--- config.mk ---
export PLATFORM = sky130hd
export DESIGN_NAME = kr_pick
export DESIGN_NICKNAME = d
export VERILOG_FILES = /design/src/design/kr_pick.sv
export SDC_FILE = /design/constraint.sdc
export NUM_CORES = 1
export LEC_CHECK = 0
export BUFFER_PORTS_ARGS = -buffer_cell sky130_fd_sc_hd__buf_4
export CAP_MARGIN = 5
export CORE_AREA = 2 2 74 76
export DETAILED_ROUTE_END_ITERATION = 10
export DIE_AREA = 0 0 76 78
export PLACE_DENSITY = 0.83
export SYNTH_ARGS = -nofsm -noshare
export SYNTH_HDL_FRONTEND = slang
export SYNTH_SLANG_ARGS = --single-unit
--- constraint.sdc ---
create_clock -name vclk -period 6.55
set_input_delay 1.6375 -clock vclk [all_inputs]
set_output_delay 1.6375 -clock vclk [all_outputs]
set_load 0.01 [all_outputs]
--- src/design/kr_pick.sv ---
// First-match picker: isolates the lowest set match bit and marks every
// cell at or above it. Has no dependencies.
module kr_pick #(
  parameter int N = 64
) (
  input  logic [N-1:0] match,
  output logic [N-1:0] first_oh,
  output logic [N-1:0] at_or_above
);

  logic [N-1:0] low_run;

  // Two's complement isolates the lowest set bit.
  assign first_oh    = match & (~match + N'(1));
  // match ^ (match - 1) covers the lowest set bit and everything below it.
  assign low_run     = match ^ (match - N'(1));
  assign at_or_above = ~low_run | first_oh;

endmodule
# After elaboration in Yosys (flattened, before gate mapping)
# Cells that the tools add are included.
dict set report classes {
  n_addsub 2
  n_bitwise 5
}
# cell n
set ops {}
lappend ops {{64-bit inverter} 2}
lappend ops {{64-bit by 1-bit adder with 64-bit output (second input constant)} 1}
lappend ops {{64-bit AND} 1}
lappend ops {{64-bit bitwise OR} 1}
lappend ops {{64-bit by 1-bit subtractor with 64-bit output (second input constant)} 1}
lappend ops {{64-bit bitwise XOR} 1}
dict set report totals {
  register_bits 0
  inputBits 64
  out_inout_bits 128
  word_cells 7
}

# Depth between registers and ports, before layout
dict set report logic_depth {
  ltp_word 4
  depth_mapped 7
  ltp_nobuf 6
}

# Least setup slack after synthesis
# No wires, ideal clock.
dict set report synth_path {
  path_type {input -> output}
  startpoint {input port match[3]}
  endpoint {output port at_or_above[52]}
  arrival_ns 3.274
  t_required_ns 4.912
  path_slack_ns 1.639
  stages 7
  path_buffers 1
  path_cell_list {nor4_4 -> and3_1 -> buf_4 -> inv_6 -> nor3_4 -> inv_2 -> or4_1}
}
dict set report synth_via {
  elab_chain_cells 4
  elab_cells_between_ends 7
  cone_classes {add/sub (2); bitwise (5)}
}
# item line_no
set synth_rtl {}
lappend synth_rtl {{start: declaration} 6} ;# input logic [N-1:0] match,
lappend synth_rtl {{64-bit by 1-bit subtractor with 64-bit output / 64-bit inverter (equally long branches)} {16, 14}}
lappend synth_rtl {{64-bit bitwise XOR / 64-bit by 1-bit adder with 64-bit output (equally long branches)} {16, 14}}
lappend synth_rtl {{64-bit inverter / 64-bit AND (equally long branches)} {17, 14}}
lappend synth_rtl {{64-bit bitwise OR (*)} 17} ;# assign at_or_above = ~low_run | first_oh;
lappend synth_rtl {{end: declaration} 8} ;# output logic [N-1:0] at_or_above
# Mark *: on every way between the ends. The rest lies on a longest branch, timed or not.

# Final worst setup path
dict set report layout_path {
  startpoint {input port match[6]}
  endpoint {output port at_or_above[52]}
}
# The elaborated chain is that of the path after synthesis.

==> results.sh <==
export IMPL_synth_fp_nets=321
export IMPL_synthCells=257
export IMPL_crit_fanout=24
export IMPL_crit_required_ns=4.91
export IMPL_cp_start_kind="input port"
export IMPL_cts_setup_buffers=0
export IMPL_io_buffers=192
export IMPL_synth_seq_area_share_pct=0
export IMPL_grt_max_degree=25
export IMPL_fin_crit_ns=5.61
export IMPL_grt_usage_pct=25.0
export IMPL_hp_class="in2out"
export IMPL_path_buf_inv=5
export IMPL_first_pass_iters=4
export IMPL_fillerInstances=488
export IMPL_routed_wl_mm=8.12
export IMPL_slowest_stage="or4_1"
export IMPL_final_clkbuf_count=0
export IMPL_slew_violations=0
export IMPL_cap_violations=0
export IMPL_die_x_um=76
export IMPL_cpPeakStageDelay_ns=0.51
export IMPL_worstSetupPathType="in2out"
export IMPL_fp_row_count=26
export IMPL_layout_area_overhead_vs_synth_pct=101
export IMPL_pin_count=192
export IMPL_power_density_nw_per_um2=24.6
export IMPL_synth_top_cell_by_area="nor4_1"
export IMPL_ant_nets=0
export IMPL_setup_viol=0
export IMPL_syn_cell_area_um2=1490
export IMPL_drc_errors=0
export IMPL_setup_tns_ns=0
export IMPL_report_final_hold_viol_count=0
export IMPL_antenna_cells=0
export IMPL_n_sequential_cell=0
export IMPL_die_area_um2=5930
export IMPL_vdd_drop_max_uv=20.3
export IMPL_yosysWarnings=0
export IMPL_post_cts_resized=0
export IMPL_vias=2763
export IMPL_die_y_um=78
export IMPL_grt_setup_unrepaired="false"
export IMPL_drive_above_1_share_pct=46.3
export IMPL_cpMostUsedCell="buf_4"
export IMPL_cts_hold_buf=0
export IMPL_antenna_found_initial=0
export IMPL_start_util_pct=29.5
export IMPL_ys_top_cells_by_area="nor4_1 (10%), and3_1 (9.7%), nor2_1 (7.8%)"
export IMPL_final_util_pct=59.3
export IMPL_drt_iter0_drc=91
export IMPL_place_gp_congestion=0.853
export IMPL_end_kind="output pin"
export IMPL_fmax_ghz=0.178
export IMPL_path_cells="buf_4 > nor4_1 > and3_1 > inv_6 > nor3_4 > buf_4 > inv_2 > or4_1 > buf_4"
export IMPL_nets=509
export IMPL_timing_final_crit_share_pct=85.7
export IMPL_leakage_nw=1.41
export IMPL_yosys_area_top_type_share_pct=10.1
export IMPL_yosysMostFrequentCell="nor2_1"
export IMPL_tightest_slew_ns=0.726
export IMPL_post_dp_hpwl_mm=6.92
export IMPL_seq_area_um2=0
export IMPL_postSynthAreaPerCell_um2=5.79
export IMPL_grt_overflow_total=0
export IMPL_outcome="finished clean"
export IMPL_routed_via_density=5.39
export IMPL_ys_top_cells_by_count="nor2_1 (31), nand2_1 (28), nor4_1 (24)"
export IMPL_cp_top_family="simple AND/OR/NAND/NOR gates"
export IMPL_routedWlPerCell_um=15.8
export IMPL_grt_pass1_vias=2581
export IMPL_ys_types=32
export IMPL_worst_ep_arrival_time_ns=3.97
export IMPL_slew_headroom_pct=51.1
export IMPL_grt_pass1_wl_mm=12.5
export IMPL_core_um2=5040
final timing paths:
kind | startpoint | to | slack [ns] | cells past startpoint
setup / recovery | match[6] | at_or_above[52] | 0.94 | 9
hold / removal | match[0] | at_or_above[0] | 3.52 | 2
layout make-up:
type,instances,area [um2],area share (%)
multi-input combinational,227,1360,45.4
inverter,22,87.6,2.93
tap,70,87.6,2.93
timing repair buffer,194,1460,48.7
power by group:
part / internal (mW) / switching (mW)
clock: 0 / 0
sequential: 0 / 0
combinational: 0.0370 / 0.0366
layer usage:
metal  global-route usage [%]  wire (um)  vias up  part of all wire (%)
li1                         -          -     1332                     -
met1                     27.9       2980     1279                    37
met2                     51.2       4290      146                    53
met3                     4.77        796        6                   9.8
met4                     1.09         44        0                  0.54
met5                        0          0        -                     0
per-stage QoR:
stage          hold WS (ns)  setup WS [ns]  power, mW  std cells  area, um2
2_1_floorplan          3.32           1.64     0.0202        257       1490
3_3_place_gp           3.51          0.987     0.0712        513       2990
3_5_place_dp           3.52          0.947     0.0726        513       2990
4_1_cts                3.52          0.932     0.0729        513       2990
5_1_grt                3.53          0.802     0.0801        513       2990
6_report               3.52          0.939     0.0735        513       2990
layout by cell type (no fill, tap or decap), types with 4 or more instances in the layout:
cell type	n
buf_4	194
nor2_1	31
nand2_1	28
nor4_1	24
and3_1	23
nor3_1	21
inv_1	19
or3_1	16
nand3_1	16
and4_1	12
and2_1	9
nand2b_1	8
or4_1	6
nor4b_1	6
nand4_1	5
nand4b_1	4
cells by family after synthesis:
kind of cell  Yosys count  share of synthesized area [%]
simple gates          227                           91.3
buf+inv                30                           8.74
(Power assumes the default switching activity.)
