--- src/design/kr_pkg.sv ---
// Shared types and constants for the keyed record table.
// Record layout, per-cell control, action, status and FSM codes.
// Has no dependencies; the top level and kr_cell use it.
package kr_pkg;

  localparam int KEY_W = 20;
  localparam int SAL_W = 31;
  localparam int DEP_W = 16;
  localparam int ACT_W = 3;
  localparam int STS_W = 3;
  localparam int POS_W = 6;

  localparam logic [KEY_W-1:0] KEY_MAX = '1;
  localparam logic [KEY_W-1:0] KEY_FIRST = KEY_W'(1);

  typedef struct packed {
    logic [KEY_W-1:0] key;
    logic [SAL_W-1:0] salary;
    logic [DEP_W-1:0] department;
  } kr_rec_t;

  // Per-cell write controls; at most one of them is set in a cycle.
  typedef struct packed {
    logic load;   // take the whole new record
    logic upd;    // take salary and department of the new record
    logic shift;  // take the record of the next cell up
  } kr_cell_ctrl_t;

  typedef enum logic [ACT_W-1:0] {
    ACT_LOAD   = 3'd0,
    ACT_ADD    = 3'd1,
    ACT_UPDATE = 3'd2,
    ACT_DELETE = 3'd3,
    ACT_READ   = 3'd4
  } kr_action_t;

  typedef enum logic [STS_W-1:0] {
    STS_OK           = 3'd0,
    STS_NOT_FOUND    = 3'd1,
    STS_INVALID_KEY  = 3'd2,
    STS_FULL         = 3'd3,
    STS_BAD_POSITION = 3'd4,
    STS_KEY_OVERFLOW = 3'd5
  } kr_status_t;

  typedef enum logic {
    S_IDLE,
    S_APPLY
  } kr_state_t;

endpackage

--- src/design/kr_cell.sv ---
// One table cell: holds one record and compares its key with a search key.
// Uses kr_pkg for the record and control types.
module kr_cell (
  input  logic                          clk,
  input  kr_pkg::kr_cell_ctrl_t         ctrl,
  input  kr_pkg::kr_rec_t               new_rec,
  input  kr_pkg::kr_rec_t               nbr_rec,
  input  logic [kr_pkg::KEY_W-1:0]      cmp_key,
  output kr_pkg::kr_rec_t               rec_q,
  output logic                          key_eq
);

  kr_pkg::kr_rec_t rec_r;

  always_ff @(posedge clk) begin
    if (ctrl.load) begin
      rec_r <= new_rec;
    end else if (ctrl.upd) begin
      rec_r.salary     <= new_rec.salary;
      rec_r.department <= new_rec.department;
    end else if (ctrl.shift) begin
      rec_r <= nbr_rec;
    end
  end

  assign rec_q  = rec_r;
  assign key_eq = (rec_r.key == cmp_key);

endmodule

--- config.mk ---
export PLATFORM = sky130hd
export DESIGN_NAME = kr_cell
export DESIGN_NICKNAME = d
export VERILOG_FILES = /design/src/design/kr_pkg.sv /design/src/design/kr_cell.sv
export SDC_FILE = /design/constraint.sdc
export NUM_CORES = 1
export LEC_CHECK = 0
export ABC_AREA = 1
export BUFFER_PORTS_ARGS = -buffer_cell sky130_fd_sc_hd__buf_2
export CORE_MARGIN = 2
export CORE_UTILIZATION = 31
export CTS_CLUSTER_DIAMETER = 100
export DETAILED_ROUTE_END_ITERATION = 6
export GPL_TIMING_DRIVEN = 0
export SYNTH_ARGS = -nofsm -noshare
export SYNTH_HDL_FRONTEND = slang
export SYNTH_SLANG_ARGS = --single-unit
--- constraint.sdc ---
create_clock -name clk -period 5.4 [get_ports clk]
set_input_delay 1.35 -clock clk [delete_from_list [all_inputs] [get_ports clk]]
set_output_delay 1.35 -clock clk [all_outputs]
set_load 0.01 [all_outputs]
== After elaboration in Yosys (flattened, before gate mapping) ==
Cells that the tools add are included.

* Logic and storage cells: 12
* Bits of input ports: 158
* Output and inout bits: 68
* Register bits after elaboration: 67

* Equality and inequality tests: 2
* Mux-type cells: 4
* Reduce and logical (&&, ||, !) cells: 3

{| class="wikitable"
|+ Operators with widths
! operator !! count
|-
| 67-bit 2-to-1 mux || 2
|-
| 47-bit 2-to-1 mux || 1
|-
| 20-bit == test || 1
|-
| 20-bit 2-to-1 mux || 1
|-
| 3-bit nonzero test || 1
|-
| 2-bit by 1-bit != test with 1-bit output (second input constant) || 1
|-
| 2-bit AND reduction || 1
|-
| 2-bit nonzero test || 1
|}

== Longest topological paths before layout ==
* Depth in word-level cells: 3
* Depth in mapped cells: 7
* Mapped depth without buffers: 7

== Worst setup path after synthesis ==
No wires, ideal clock.

* Path type: input to register
* Start point: input ctrl[0] (netlist bit)
* End point: register rec_r (netlist bit rec_q[47]), enable pin
* Library setup time: 0.425 ns
* Cell stages on the path: 2
* Path buffers: 0
* Required time: 4.975 ns
* Data arrival time: 2.836 ns
* Path slack: 2.139 ns
* Cells stage by stage: inv_1 -> o21ai_0

* Word-level cells in the longest chain between the ends: 2

{| class="wikitable"
|+ RTL lines
! item !! line !! text
|-
| start, declared || kr_cell.sv:5 || <nowiki>input kr_pkg::kr_cell_ctrl_t ctrl,</nowiki>
|-
| 2-bit nonzero test (no line) || -- ||
|-
| 2-bit AND reduction (no line) || -- ||
|-
| end signal, assigned || kr_cell.sv:17 || <nowiki>rec_r <= new_rec;</nowiki>
|-
| end signal, assigned || kr_cell.sv:22 || <nowiki>rec_r <= nbr_rec;</nowiki>
|-
| end, declared || kr_cell.sv:13 || <nowiki>kr_pkg::kr_rec_t rec_r;</nowiki>
|}

Every way passes these cells.
A chain may end at the register's enable or synchronous reset.

== Final worst setup path ==
* Start point: input cmp_key[8] (netlist bit)
* End point: output key_eq

* Word-level cells in the longest chain between the ends: 1

{| class="wikitable"
|+ RTL lines
! item !! line !! text
|-
| start, declared || kr_cell.sv:8 || <nowiki>input logic [kr_pkg::KEY_W-1:0] cmp_key,</nowiki>
|-
| 20-bit == test || kr_cell.sv:27 || <nowiki>assign key_eq = (rec_r.key == cmp_key);</nowiki>
|-
| end, declared || kr_cell.sv:10 || <nowiki>output logic key_eq</nowiki>
|}

Every way passes these cells.

==> impl_metrics.py <==
metrics = {
    "sta": {
        "rsz0062_at_grt": "no",
        "fin_crit_ns": 3.52,
        "tightestPinTransition_ns": 0.590,
        "slew_headroom_pct": 60.6,
        "holdWs_ns": 1.27,
        "final.setup.tns_ns": 0,
        "hold_viol": 0,
        "setup_slack_ns": 1.88,
        "post-route-period-util_pct": 65.2,
        "slew_violations": 0,
        "max_freq_mhz": 284,
        "setup_viol": 0,
    },
    "detailed_routing": {
        "dr.pass1.iters": 4,
        "antenna_left": 0,
        "dr.first_iter.drc_count": 172,
        "drc": 0,
        "vias": 2771,
        "wl_per_cell_um": 13.5,
        "via_per_inst": 4.28,
        "drt-total-wl_um": 8720,
    },
    "yosys": {
        "ys_top_cells_by_area": "edfxtp_1 (63%), nand2_1 (12%), mux2_2 (9.9%)",
        "synthCells": 270,
        "yosys.area.top_type": "edfxtp_1",
        "yosysWarningCount": 0,
        "yosysTopAreaCellShare_pct": 63.0,
        "synth_nets": 428,
        "yosysSeqAreaShare_pct": 63.0,
        "syn_area_um2": 3200,
        "ys_ff_latch": 67,
        "avgSynthCellArea_um2": 11.8,
        "synth_cell_types": 14,
    },
    "floorplan": {
        "die_h_um": 106,
        "initial_core_util_pct": 31.4,
        "core_area_um2": 10200,
        "rows": 37,
        "die-area_um2": 11100,
        "die_x_um": 106,
        "io_pins": 226,
    },
    "final_layout": {
        "drive_gt1_share_pct": 54.1,
        "antenna-diode-count": 0,
        "nets": 666,
        "layout.cells.non_filler": 648,
        "synthToLayoutAreaGrowth_pct": 50.0,
        "final_core_util_pct": 47.1,
        "largest_reg_flops": 67,
        "final_cell_area_um2": 4790,
    },
    "place": {
        "dp_hpwl_um": 6920,
        "place_area_um2": 4530,
        "routabilityCongestion": 0.743,
        "dp_slack_ns": 1.86,
        "io_buffers": 225,
        "place_inst": 633,
    },
    "status": {
        "status": "finished, final reports clean",
    },
    "grt": {
        "grt_pass1_wl_um": 13200,
        "grt.overflow.total": 0,
        "grt_max_degree": 38,
        "track_usage_pct": 15.6,
        "antenna_found_initial": 0,
        "grt_pass1_vias": 2743,
    },
    "hold_path": {
        "hp-class": "in -> reg",
    },
    "critical_path": {
        "crit_family": "simple AND/OR/NAND/NOR gates",
        "criticalPathCategory": "in -> out",
        "slowest_stage": "nor2_1",
        "worstPathMaxFanout": 2,
        "crit_buf_inv": 3,
        "worstSetupStartpointType": "input pin",
        "arrival_ns": 2.17,
        "worstPathRequired_ns": 4.05,
        "worst_path_largest_cell_delay_ns": 0.17,
        "path_common_cell": "nand2_1",
        "worst_setup_path_end_kind": "output pin",
        "crit_chain": "buf_2 > inv_1 > nand2_1 > nand2_1 > nand2_1 > nor2_1 > nand3_1 > nor2_1 > buf_2",
    },
    "pwr": {
        "pwr_density_cell_nw_per_um2": 304,
        "power_mw": 1.46,
        "ir_drop_v": 0.000188,
        "p_leak_nw": 2.38,
    },
    "clocking": {
        "hold_buffers": 0,
        "clock_path_buffers": 2,
        "cts.sinks": 67,
        "cts-root-buf": "clkbuf_8",
        "post_cts_resized": 0,
        "htree_num_levels": 3,
        "postCtsSetupBuffers": 0,
        "clkTransAtPathRegs_ns": 0.08,
        "cts_made_buffers": 9,
        "cts_tree": "built",
    },
    "flow_run": {
        "maxCapViolCount": 0,
    },
}
[layer usage]
metal,global-route usage (%),vias to the layer above,part of all wire [%]
li1,-,1374,-
met2,28.1,147,51
met4,5.73,0,1.8
met1,16.5,1238,37
met3,6.00,12,10
met5,0,-,0
[synth_stat cells]
library cell / count
mux2_1: 19
buf_4: 1
inv_1: 24
edfxtp_1: 67
nand2_1: 105
o21ai_0: 1
buf_2: 2
buf_6: 2
mux2_2: 28
xnor2_1: 9
nand3_1: 1
nor2_1: 7
clkbuf_1: 3
buf_1: 1
[path summary, 6_finish.rpt]
kind,start,to,slack [ns],depth (start not counted)
worst min-delay path,nbr_rec[50],rec_q[50],1.27,3
worst max-delay path,cmp_key[8],key_eq,1.88,9
[placed cells by master, fill, tap and decap left out]
cell type and instances:
nand3_1 1, edfxtp_1 67, inv_1 24, buf_4 1, o21ai_2 1, clkinv_4 1, xnor2_1 9, inv_6 1
buf_12 1, mux2_1 19, nand2_1 104, nand2_2 1, buf_2 227, buf_1 1, bufinv_16 4, mux2_2 28
clkbuf_8 9, clkbuf_1 3, nor2_1 7, buf_8 1, buf_6 2
[cells by family (layout without fill, tap and decap cells)]
logic type	after synthesis	after routing	synth area share, %
simple gates	113	113	13.3
flops	67	67	63.0
compound gates	1	1	0.156
mux	47	47	16.6
xor+xnor	9	9	2.47
buf+inv	33	275	4.54
[where the power goes]
part / switching, mW / leakage, nW / total [mW] / internal [mW]
Clock: 0.202 / 0.130 / 0.556 / 0.353
Combinational: 0.122 / 1.57 / 0.245 / 0.124
Sequential: 0.0215 / 0.689 / 0.659 / 0.638
[cell type report]
class,count,area (µm²)
sequential,67,2010
multi-input combinational,170,1040
fill,994,5390
timing repair buffer,227,1160
buffer,9,55.1
clock buffer,9,124
tap,136,170
inverter,24,90.1
clock inverter,6,138
No activity file was read; power rests on OpenSTA's default activity.
